**src/hw/rtl/uac_pkg.sv**
```systemverilog
// Shared constants, widths and handshake structs of the unbiased autocorrelation unit.
package uac_pkg;

  // Capacity and sample precision.
  localparam int MAX_SAMPLES = 32;
  localparam int SAMPLE_BITS = 16;

  // Fixed field widths of the channels.
  localparam int SAMPLE_W = 16;
  localparam int POS_W    = 6;
  localparam int LAG_W    = 32;

  // Derived internal widths.
  localparam int IDX_W   = (MAX_SAMPLES > 1) ? $clog2(MAX_SAMPLES) : 1;
  localparam int CNT_W   = $clog2(MAX_SAMPLES + 1);
  localparam int POS_IW  = CNT_W + 1;
  localparam int PROD_W  = 2 * SAMPLE_BITS;
  localparam int ACC_W   = PROD_W + IDX_W;
  localparam int MAG_W   = ACC_W - 1;
  localparam int STEP_W  = $clog2(MAG_W + 1);

  // Divide request: a start pulse with its operands.
  typedef struct packed {
    logic                    start;
    logic signed [ACC_W-1:0] dividend;
    logic [CNT_W-1:0]        divisor;
  } div_req_t;

  // Divide response: a done pulse and the quotient, truncated toward zero.
  typedef struct packed {
    logic                    done;
    logic signed [LAG_W-1:0] quotient;
  } div_rsp_t;

endpackage

```
**src/hw/rtl/uac_channels.sv**
```systemverilog
// Valid/ready channel interfaces for samples in and lag values out.
interface uac_in_if;
  import uac_pkg::*;

  logic                       valid;
  logic                       ready;
  logic signed [SAMPLE_W-1:0] sample;
  logic                       last_sample;

  modport source (output valid, output sample, output last_sample, input ready);
  modport sink (input valid, input sample, input last_sample, output ready);
endinterface

interface uac_out_if;
  import uac_pkg::*;

  logic                    valid;
  logic                    ready;
  logic [POS_W-1:0]        lag_position;
  logic signed [LAG_W-1:0] lag_value;
  logic                    overflowed;
  logic                    last_lag;

  modport source (output valid, output lag_position, output lag_value, output overflowed,
                  output last_lag, input ready);
  modport sink (input valid, input lag_position, input lag_value, input overflowed,
                input last_lag, output ready);
endinterface

```
**src/hw/rtl/uac_divider.sv**
```systemverilog
// Bit-serial signed divider: correlation sum over overlap length, truncating toward zero.
module uac_divider (
  input  logic              clk,
  input  logic              rst,
  input  uac_pkg::div_req_t req,
  output uac_pkg::div_rsp_t rsp
);
  import uac_pkg::*;

  logic                    busy;
  logic [STEP_W-1:0]       step;
  logic [CNT_W-1:0]        rem;
  logic [MAG_W-1:0]        quo;
  logic [CNT_W-1:0]        dvsr;
  logic                    neg;
  logic                    done;
  logic [CNT_W:0]          trial;
  logic                    fits;
  logic signed [ACC_W-1:0] abs_dividend;
  logic signed [LAG_W-1:0] quo_lag;

  // Magnitude of the dividend at start.
  assign abs_dividend = req.dividend[ACC_W-1] ? -req.dividend : req.dividend;

  // One restoring step: shift in the next dividend bit and try a subtract.
  assign trial = {rem, quo[MAG_W-1]};
  assign fits  = (trial >= {1'b0, dvsr});

  always_ff @(posedge clk) begin
    if (rst) begin
      busy <= 1'b0;
      done <= 1'b0;
      step <= '0;
    end else begin
      done <= 1'b0;
      if (req.start) begin
        busy <= 1'b1;
        step <= '0;
      end else if (busy) begin
        if (step == STEP_W'(MAG_W - 1)) begin
          busy <= 1'b0;
          done <= 1'b1;
        end
        step <= step + STEP_W'(1);
      end
    end
  end

  // Datapath registers.
  always_ff @(posedge clk) begin
    if (req.start) begin
      rem  <= '0;
      quo  <= abs_dividend[MAG_W-1:0];
      dvsr <= req.divisor;
      neg  <= req.dividend[ACC_W-1];
    end else if (busy) begin
      rem <= fits ? CNT_W'(trial - {1'b0, dvsr}) : CNT_W'(trial);
      quo <= {quo[MAG_W-2:0], fits};
    end
  end

  // Restore the sign; the quotient always fits the lag width.
  assign quo_lag      = LAG_W'(quo);
  assign rsp.done     = done;
  assign rsp.quotient = neg ? -quo_lag : quo_lag;

endmodule

```
**src/hw/rtl/unbiased_autocorrelation_unit.sv**
```systemverilog
// Unbiased autocorrelation unit: collects a sequence of samples, then streams 2n-1 lag averages.
// Samples are taken one per cycle while the unit collects; up to MAX_SAMPLES are kept, and
// further samples are dropped and reported through the overflowed bit of every result of the
// run. The request with last_sample set closes the sequence of n samples; the unit then drops
// ready and works through each overlap i = 0..n-1 with one shared multiplier, one product per
// cycle through the memory read and multiply pipeline, followed by a bit-serial divide of the
// sum by i+1. The 2n-1 results then leave one at a time while the sink is ready, each read from
// the lag memory before it is offered, positions n..2n-2 mirroring the first half. After the last
// result the unit collects a new sequence.
module unbiased_autocorrelation_unit (
  input  logic      clk,
  input  logic      rst,
  uac_in_if.sink    samples,
  uac_out_if.source lags
);
  import uac_pkg::*;

  typedef enum logic [4:0] {
    S_COLLECT = 5'b00001,
    S_MAC     = 5'b00010,
    S_DIV     = 5'b00100,
    S_FETCH   = 5'b01000,
    S_SHOW    = 5'b10000
  } state_t;

  state_t state;

  logic [CNT_W-1:0] count;
  logic             ovf;
  logic [IDX_W-1:0] lag_i;
  logic [IDX_W-1:0] term_j;
  logic             issue;
  logic             v1;
  logic             v2;
  logic [POS_IW-1:0] pos;

  logic signed [SAMPLE_BITS-1:0] sample_mem [MAX_SAMPLES];
  logic signed [SAMPLE_BITS-1:0] rd_a;
  logic signed [SAMPLE_BITS-1:0] rd_b;
  logic signed [PROD_W-1:0]      prod;
  logic signed [ACC_W-1:0]       acc;

  logic signed [LAG_W-1:0] lag_mem [MAX_SAMPLES];
  logic signed [LAG_W-1:0] lag_rd;

  logic              in_acc;
  logic              out_acc;
  logic              store_ok;
  logic [IDX_W-1:0]  addr_b;
  logic              mac_idle;
  logic [POS_IW-1:0] last_pos;
  logic [IDX_W-1:0]  lag_raddr;
  logic              last_lag_i;
  logic              div_start;

  div_req_t div_req;
  div_rsp_t div_rsp;

  // Handshake decode.
  assign samples.ready = (state == S_COLLECT);
  assign in_acc        = samples.valid && samples.ready;
  assign out_acc       = lags.valid && lags.ready;
  assign store_ok      = (count < CNT_W'(MAX_SAMPLES));

  // Partner index of term j in overlap i: n-1-i+j.
  assign addr_b   = IDX_W'(count - CNT_W'(1) - CNT_W'(lag_i) + CNT_W'(term_j));
  assign mac_idle = !issue && !v1 && !v2;

  // Output sequencing: positions past n-1 read the mirrored lag.
  assign last_pos   = POS_IW'({count, 1'b0}) - POS_IW'(2);
  assign lag_raddr  = (pos < POS_IW'(count)) ? IDX_W'(pos) : IDX_W'(last_pos - pos);
  assign last_lag_i = (lag_i == IDX_W'(count - CNT_W'(1)));

  // Sample memory: one write port, two registered read ports.
  always_ff @(posedge clk) begin
    if (in_acc && store_ok) begin
      sample_mem[IDX_W'(count)] <= samples.sample[SAMPLE_BITS-1:0];
    end
    rd_a <= sample_mem[term_j];
    rd_b <= sample_mem[addr_b];
  end

  // Lag memory: written by the divider, read with a registered port for output.
  always_ff @(posedge clk) begin
    if (state == S_DIV && div_rsp.done) begin
      lag_mem[lag_i] <= div_rsp.quotient;
    end
    lag_rd <= lag_mem[lag_raddr];
  end

  // Shared multiplier and accumulator.
  always_ff @(posedge clk) begin
    prod <= rd_a * rd_b;
    if (state == S_DIV && div_rsp.done) begin
      acc <= '0;
    end else if (state == S_COLLECT) begin
      acc <= '0;
    end else if (v2) begin
      acc <= acc + ACC_W'(prod);
    end
  end

  // Sequencer.
  always_ff @(posedge clk) begin
    if (rst) begin
      state     <= S_COLLECT;
      count     <= '0;
      ovf       <= 1'b0;
      lag_i     <= '0;
      term_j    <= '0;
      issue     <= 1'b0;
      v1        <= 1'b0;
      v2        <= 1'b0;
      pos       <= '0;
      div_start <= 1'b0;
    end else begin
      div_start <= 1'b0;
      v1        <= issue;
      v2        <= v1;
      case (state)
        S_COLLECT: begin
          if (in_acc) begin
            if (store_ok) begin
              count <= count + CNT_W'(1);
            end else begin
              ovf <= 1'b1;
            end
            if (samples.last_sample) begin
              state  <= S_MAC;
              lag_i  <= '0;
              term_j <= '0;
              issue  <= 1'b1;
            end
          end
        end
        S_MAC: begin
          if (issue) begin
            if (term_j == lag_i) begin
              issue <= 1'b0;
            end else begin
              term_j <= term_j + IDX_W'(1);
            end
          end else if (mac_idle) begin
            state     <= S_DIV;
            div_start <= 1'b1;
          end
        end
        S_DIV: begin
          if (div_rsp.done) begin
            if (last_lag_i) begin
              state <= S_FETCH;
              pos   <= '0;
            end else begin
              state  <= S_MAC;
              lag_i  <= lag_i + IDX_W'(1);
              term_j <= '0;
              issue  <= 1'b1;
            end
          end
        end
        S_FETCH: begin
          state <= S_SHOW;
        end
        S_SHOW: begin
          if (out_acc) begin
            if (pos == last_pos) begin
              state <= S_COLLECT;
              count <= '0;
              ovf   <= 1'b0;
            end else begin
              state <= S_FETCH;
              pos   <= pos + POS_IW'(1);
            end
          end
        end
        default: begin
          state <= S_COLLECT;
        end
      endcase
    end
  end

  // Divider request.
  assign div_req.start    = div_start;
  assign div_req.dividend = acc;
  assign div_req.divisor  = CNT_W'(lag_i) + CNT_W'(1);

  uac_divider u_div (
    .clk (clk),
    .rst (rst),
    .req (div_req),
    .rsp (div_rsp)
  );

  // Result request.
  assign lags.valid        = (state == S_SHOW);
  assign lags.lag_position = POS_W'(pos);
  assign lags.lag_value    = lag_rd;
  assign lags.overflowed   = ovf;
  assign lags.last_lag     = (pos == last_pos);

  // The input side is never open while a result is offered.
  a_ready_excl: assert property (@(posedge clk) disable iff (rst)
    samples.ready |-> !lags.valid)
    else $error("sample ready while a result is offered");

  // The sample count never passes capacity.
  a_count_cap: assert property (@(posedge clk) disable iff (rst)
    count <= CNT_W'(MAX_SAMPLES))
    else $error("sample count beyond capacity");

  // The final result of a run empties the sequence.
  a_run_clear: assert property (@(posedge clk) disable iff (rst)
    (out_acc && lags.last_lag) |=> (count == '0 && !ovf && samples.ready))
    else $error("sequence not cleared after final result");

  // A divide finishes only while the sequencer waits for it.
  a_div_owner: assert property (@(posedge clk) disable iff (rst)
    div_rsp.done |-> state == S_DIV)
    else $error("divide finished outside the divide step");

  // Products are issued only while working on an overlap.
  a_mac_state: assert property (@(posedge clk) disable iff (rst)
    issue |-> state == S_MAC)
    else $error("product issued outside the accumulate step");

endmodule
```
**src/flat_wrapper.sv**
```systemverilog
// flat-port wrapper written by rule: the top's interface ports become plain ports
module unbiased_autocorrelation_unit_flat import uac_pkg::*;
  (clk, rst, samples_valid, samples_sample, samples_last_sample, samples_ready, lags_valid, lags_lag_position, lags_lag_value, lags_overflowed, lags_last_lag, lags_ready);
  uac_in_if samples_i ();
  uac_out_if lags_i ();
  input  logic clk;
  input  logic rst;
  input wire logic [$bits(samples_i.valid)-1:0] samples_valid;
  input wire logic [$bits(samples_i.sample)-1:0] samples_sample;
  input wire logic [$bits(samples_i.last_sample)-1:0] samples_last_sample;
  output wire logic [$bits(samples_i.ready)-1:0] samples_ready;
  output wire logic [$bits(lags_i.valid)-1:0] lags_valid;
  output wire logic [$bits(lags_i.lag_position)-1:0] lags_lag_position;
  output wire logic [$bits(lags_i.lag_value)-1:0] lags_lag_value;
  output wire logic [$bits(lags_i.overflowed)-1:0] lags_overflowed;
  output wire logic [$bits(lags_i.last_lag)-1:0] lags_last_lag;
  input wire logic [$bits(lags_i.ready)-1:0] lags_ready;
  assign samples_i.valid = samples_valid;
  assign samples_i.sample = samples_sample;
  assign samples_i.last_sample = samples_last_sample;
  assign samples_ready = samples_i.ready;
  assign lags_valid = lags_i.valid;
  assign lags_lag_position = lags_i.lag_position;
  assign lags_lag_value = lags_i.lag_value;
  assign lags_overflowed = lags_i.overflowed;
  assign lags_last_lag = lags_i.last_lag;
  assign lags_i.ready = lags_ready;
  unbiased_autocorrelation_unit u_core (.clk(clk), .rst(rst), .samples(samples_i), .lags(lags_i));
endmodule
```
**config.mk**
```make
export PLATFORM = sky130hd
export DESIGN_NAME = unbiased_autocorrelation_unit_flat
export DESIGN_NICKNAME = d
export VERILOG_FILES = /design/src/hw/rtl/uac_pkg.sv /design/src/hw/rtl/uac_channels.sv /design/src/hw/rtl/uac_divider.sv /design/src/hw/rtl/unbiased_autocorrelation_unit.sv /design/src/flat_wrapper.sv
export SDC_FILE = /design/constraint.sdc
export NUM_CORES = 2
export LEC_CHECK = 0
export BUFFER_PORTS_ARGS = -buffer_cell sky130_fd_sc_hd__buf_4
export CORE_UTILIZATION = 60
export DETAILED_ROUTE_END_ITERATION = 10
export HOLD_SLACK_MARGIN = 0.05
export PLACE_DENSITY = 0.82
export SYNTH_ARGS = -nofsm -noshare
export SYNTH_HDL_FRONTEND = slang
export SYNTH_HIERARCHICAL = 1
export SYNTH_SLANG_ARGS = --single-unit
export TNS_END_PERCENT = 10
```
**constraint.sdc**
```tcl
create_clock -name clk -period 7.5 [get_ports clk]
set_clock_uncertainty 0.05 [all_clocks]
set_input_delay 0.75 -clock clk [delete_from_list [all_inputs] [get_ports clk]]
set_output_delay 0.75 -clock clk [all_outputs]
set_load 0.01 [all_outputs]
```
==> results.toml <==
[logic_synthesis]
synthesis.nets = 6994
synthDistinctLibCells = 84
yosys_most_used_dff = "edfxtp_1"
yosys.area.top_type_share_pct = 55.5
yosysSeqAreaShare_pct = 59.7
synthMuxAreaShare_pct = 9.26
yosys.area_share.xor_xnor_pct = 1.72
synth_simple_gate_area_share_pct = 11.9
ys_async_sr_fraction_pct = 0
synth.most_common_cell = "edfxtp_1"
avgSynthCellArea_um2 = 13.0
synthAdderAreaFrac_pct = 8.57
synth_common_cells = "1,579 x edfxtp_1, 1,491 x nand2_1, 363 x inv_1"
syn_inst = 6549
synth-seq-cells = 1759
synthTopCellsByArea = "edfxtp_1 56%, mux4_2 8.4%, nand2_1 6.6%, fa_1 6.3%, dfxtp_1 4.2%"
synth_top_cell_by_area = "edfxtp_1"
synth-compound-area-share_pct = 5.35
synth_top_family_by_area = "simple AND/OR/NAND/NOR gates"
synthesis.area_mm2 = 0.0854
synth_edf_count = 1579
ys_warn_count = 6

[cts]
clk_latency_ps = 820
ctsRootBufferMaster = "clkbuf_16"
clkSlewWorstSetupHoldPaths_ps = 60
cts_tree = "built"
cts_resized = 0
hold_buffers = 0
post_cts_buffers = 0
htreeDepth = 4
cts_buffer_depth = 3
cts_buffers = 171
cts.sinks = 1759

[die]
die_h_um = 379
io_pins = 63
die-area_mm2 = 0.144
rows = 138
dieWidth_um = 379
core_area_mm2 = 0.141
start_util_pct = 60.4

[grt]
grt_max_degree = 221
antenna_found_initial = 7
track_usage_pct = 31.8
gr-total-overflow = 0
grt_pass1_vias = 54900
grt_pass1_wl_um = 337000

[final_layout]
syn_to_final_growth_pct = 10.3
fin_util_pct = 66.6
layout.cells.non_filler = 8581
fin_area_mm2 = 0.0942
multi_input_area_mm2 = 0.0322
regArea_mm2 = 0.0510
layout-drive-gt1-share_pct = 14.1
n_fill_cell = 8912
nets = 6993

[min_path]
hold_path_class = "in -> reg"

[sta]
finalHoldViolCount = 0
period_minus_slack_ps = 6680
final_max_slew_viol_count = 0
worstMarginPinSlew_ps = 1440
rsz0062_at_grt = "no"
finalSetupTns_ps = 0
setup_viol = 0
fmax_ghz = 0.150
maxSlewHeadroom_pct = 3.22
period_share_pct = 89.1

[job]
cap_violations = 0

[setup_path]
required_ps = 8150
r2r_cells = 21
crit_arrival_ps = 7330
crit_path_end = "u_core/prod[31]"
r2r-end = "u_core/prod[31]"
cp-startpoint = "u_core/rd_b[1]"
crit_type = "reg -> reg"
start_kind = "flop"
r2r-start = "u_core/rd_b[1]"
crit_path_end_kind = "flop"
worst-r2r-setup-slack_ps = 820
cp_max_fo = 16

[detailed_routing]
drt_iter0_markers = 8088
vias = 56000
viasPerCell = 6.52
wire_per_inst_um = 26.5
ant_nets = 0
wl_um = 228000
drt-pass1-iter-count = 6
route.detailed.drc = 0

[placed_design]
gp_congestion = 0.884
dp_hpwl_um = 127000
placed_cell_area_mm2 = 0.0884
port_buffers = 62
dpl.cell_count = 8265

[status]
status = "complete, no violations"
-- cells in the final DEF, fill, tap and decap left out, types with 14 or more instances in the layout --
cell type	n
buf_4	180
o21ai_1	159
nand4_1	24
xnor2_2	31
nor2_4	36
xnor2_1	71
and2_1	129
nand2_1	1491
inv_1	363
edfxtp_1	1579
mux4_2	320
clkinv_2	32
mux2_2	33
or3_1	19
dfxtp_1	175
clkinv_1	19
xor2_1	54
nor2_1	159
nor3_1	33
nor2_2	32
bufinv_16	15
a22oi_1	129
and4_1	32
clkbuf_16	173
nor2b_1	14
clkbuf_8	14
ha_1	154
a21o_1	27
mux2i_1	28
nand3_1	308
o31ai_1	16
nand2b_1	18
o21ai_0	165
a21oi_1	114
clkbuf_1	42
fa_1	268
-- state kept, by name (all words and copies together), names as in the netlist, 5 cells and up --
name                   flops
u_core/count               6
u_core/pos                 7
u_core/u_div/quo          36
u_core/rd_a               16
u_core/prod               32
u_core/state               5
u_core/lags.lag_value     32
u_core/u_div/rem           6
u_core/u_div/dvsr          6
u_core/u_div/step          6
u_core/term_j              5
u_core/acc                37
u_core/rd_b               16
u_core/lag_mem          1024
u_core/sample_mem        512
u_core/lag_i               5
-- layout make-up --
cell class	count	area share, %
multi-input cells	4063	34.2
well taps	1890	2.51
clock inverters	83	1.12
diodes	3	0.00797
clock buffers	230	4.98
inverters	365	1.45
repair buffers	188	1.60
flip-flops and latches	1759	54.2
-- critical path, stage by stage, from the launching register on --
cell,delay (ps)
dfxtp_1,700
nand2_1,190
inv_1,170
fa_1,550
fa_1,830
inv_1,160
fa_1,510
inv_1,60
fa_1,480
fa_1,490
inv_1,50
fa_1,470
inv_1,50
ha_1,320
and2_1,170
a221oi_1,260
o21ai_0,170
nor3_1,150
a21oi_1,150
a211o_1,290
a21oi_1,180
xnor2_1,140
-- cells by family (layout without fill, tap and decap cells) --
group | Yosys count | in the layout
and+or+nand+nor | 2357 | 2357
DFF | 1759 | 1759
AOI/OAI and AO/OA | 736 | 736
buffers and inverters | 727 | 866
adders and majority gates | 424 | 424
muxes | 384 | 384
xor gates and xnor gates | 162 | 162
other | 0 | 3
-- worst min path at each step --
stage,start,endpoint,slack [ps],depth (start not counted)
final,samples_valid,u_core/lags.overflowed,240,3
after global routing,samples_valid,u_core/lags.overflowed,220,3
after CTS,samples_valid,u_core/lags.overflowed,190,3
after detailed placement,u_core/v1,u_core/v2,400,1
after global placement,u_core/u_div/rem[5],u_core/u_div/rem[5],400,2
after floorplan,u_core/v1,u_core/v2,380,1
-- stage by stage --
stage               hold WS [ps]  setup slack [ps]
floorplan                    379              1440
global placement             404              1020
detailed placement           404               908
CTS                          190               873
global route                 217               539
finish                       239               820
-- per-layer routing --
| metal | vias to the layer above | track usage [%] | part of all wire [%] |
|---|---|---|---|
| met5 | - | 0 | 0.036 |
| met4 | 12 | 14.5 | 4.9 |
| met3 | 790 | 7.18 | 13 |
| met2 | 4220 | 50.2 | 47 |
| met1 | 27400 | 42.3 | 35 |
| li1 | 23500 | - | - |
Power is not shown: default switching activity piles up to over one toggle a cycle in this logic, so the estimate is an artifact.
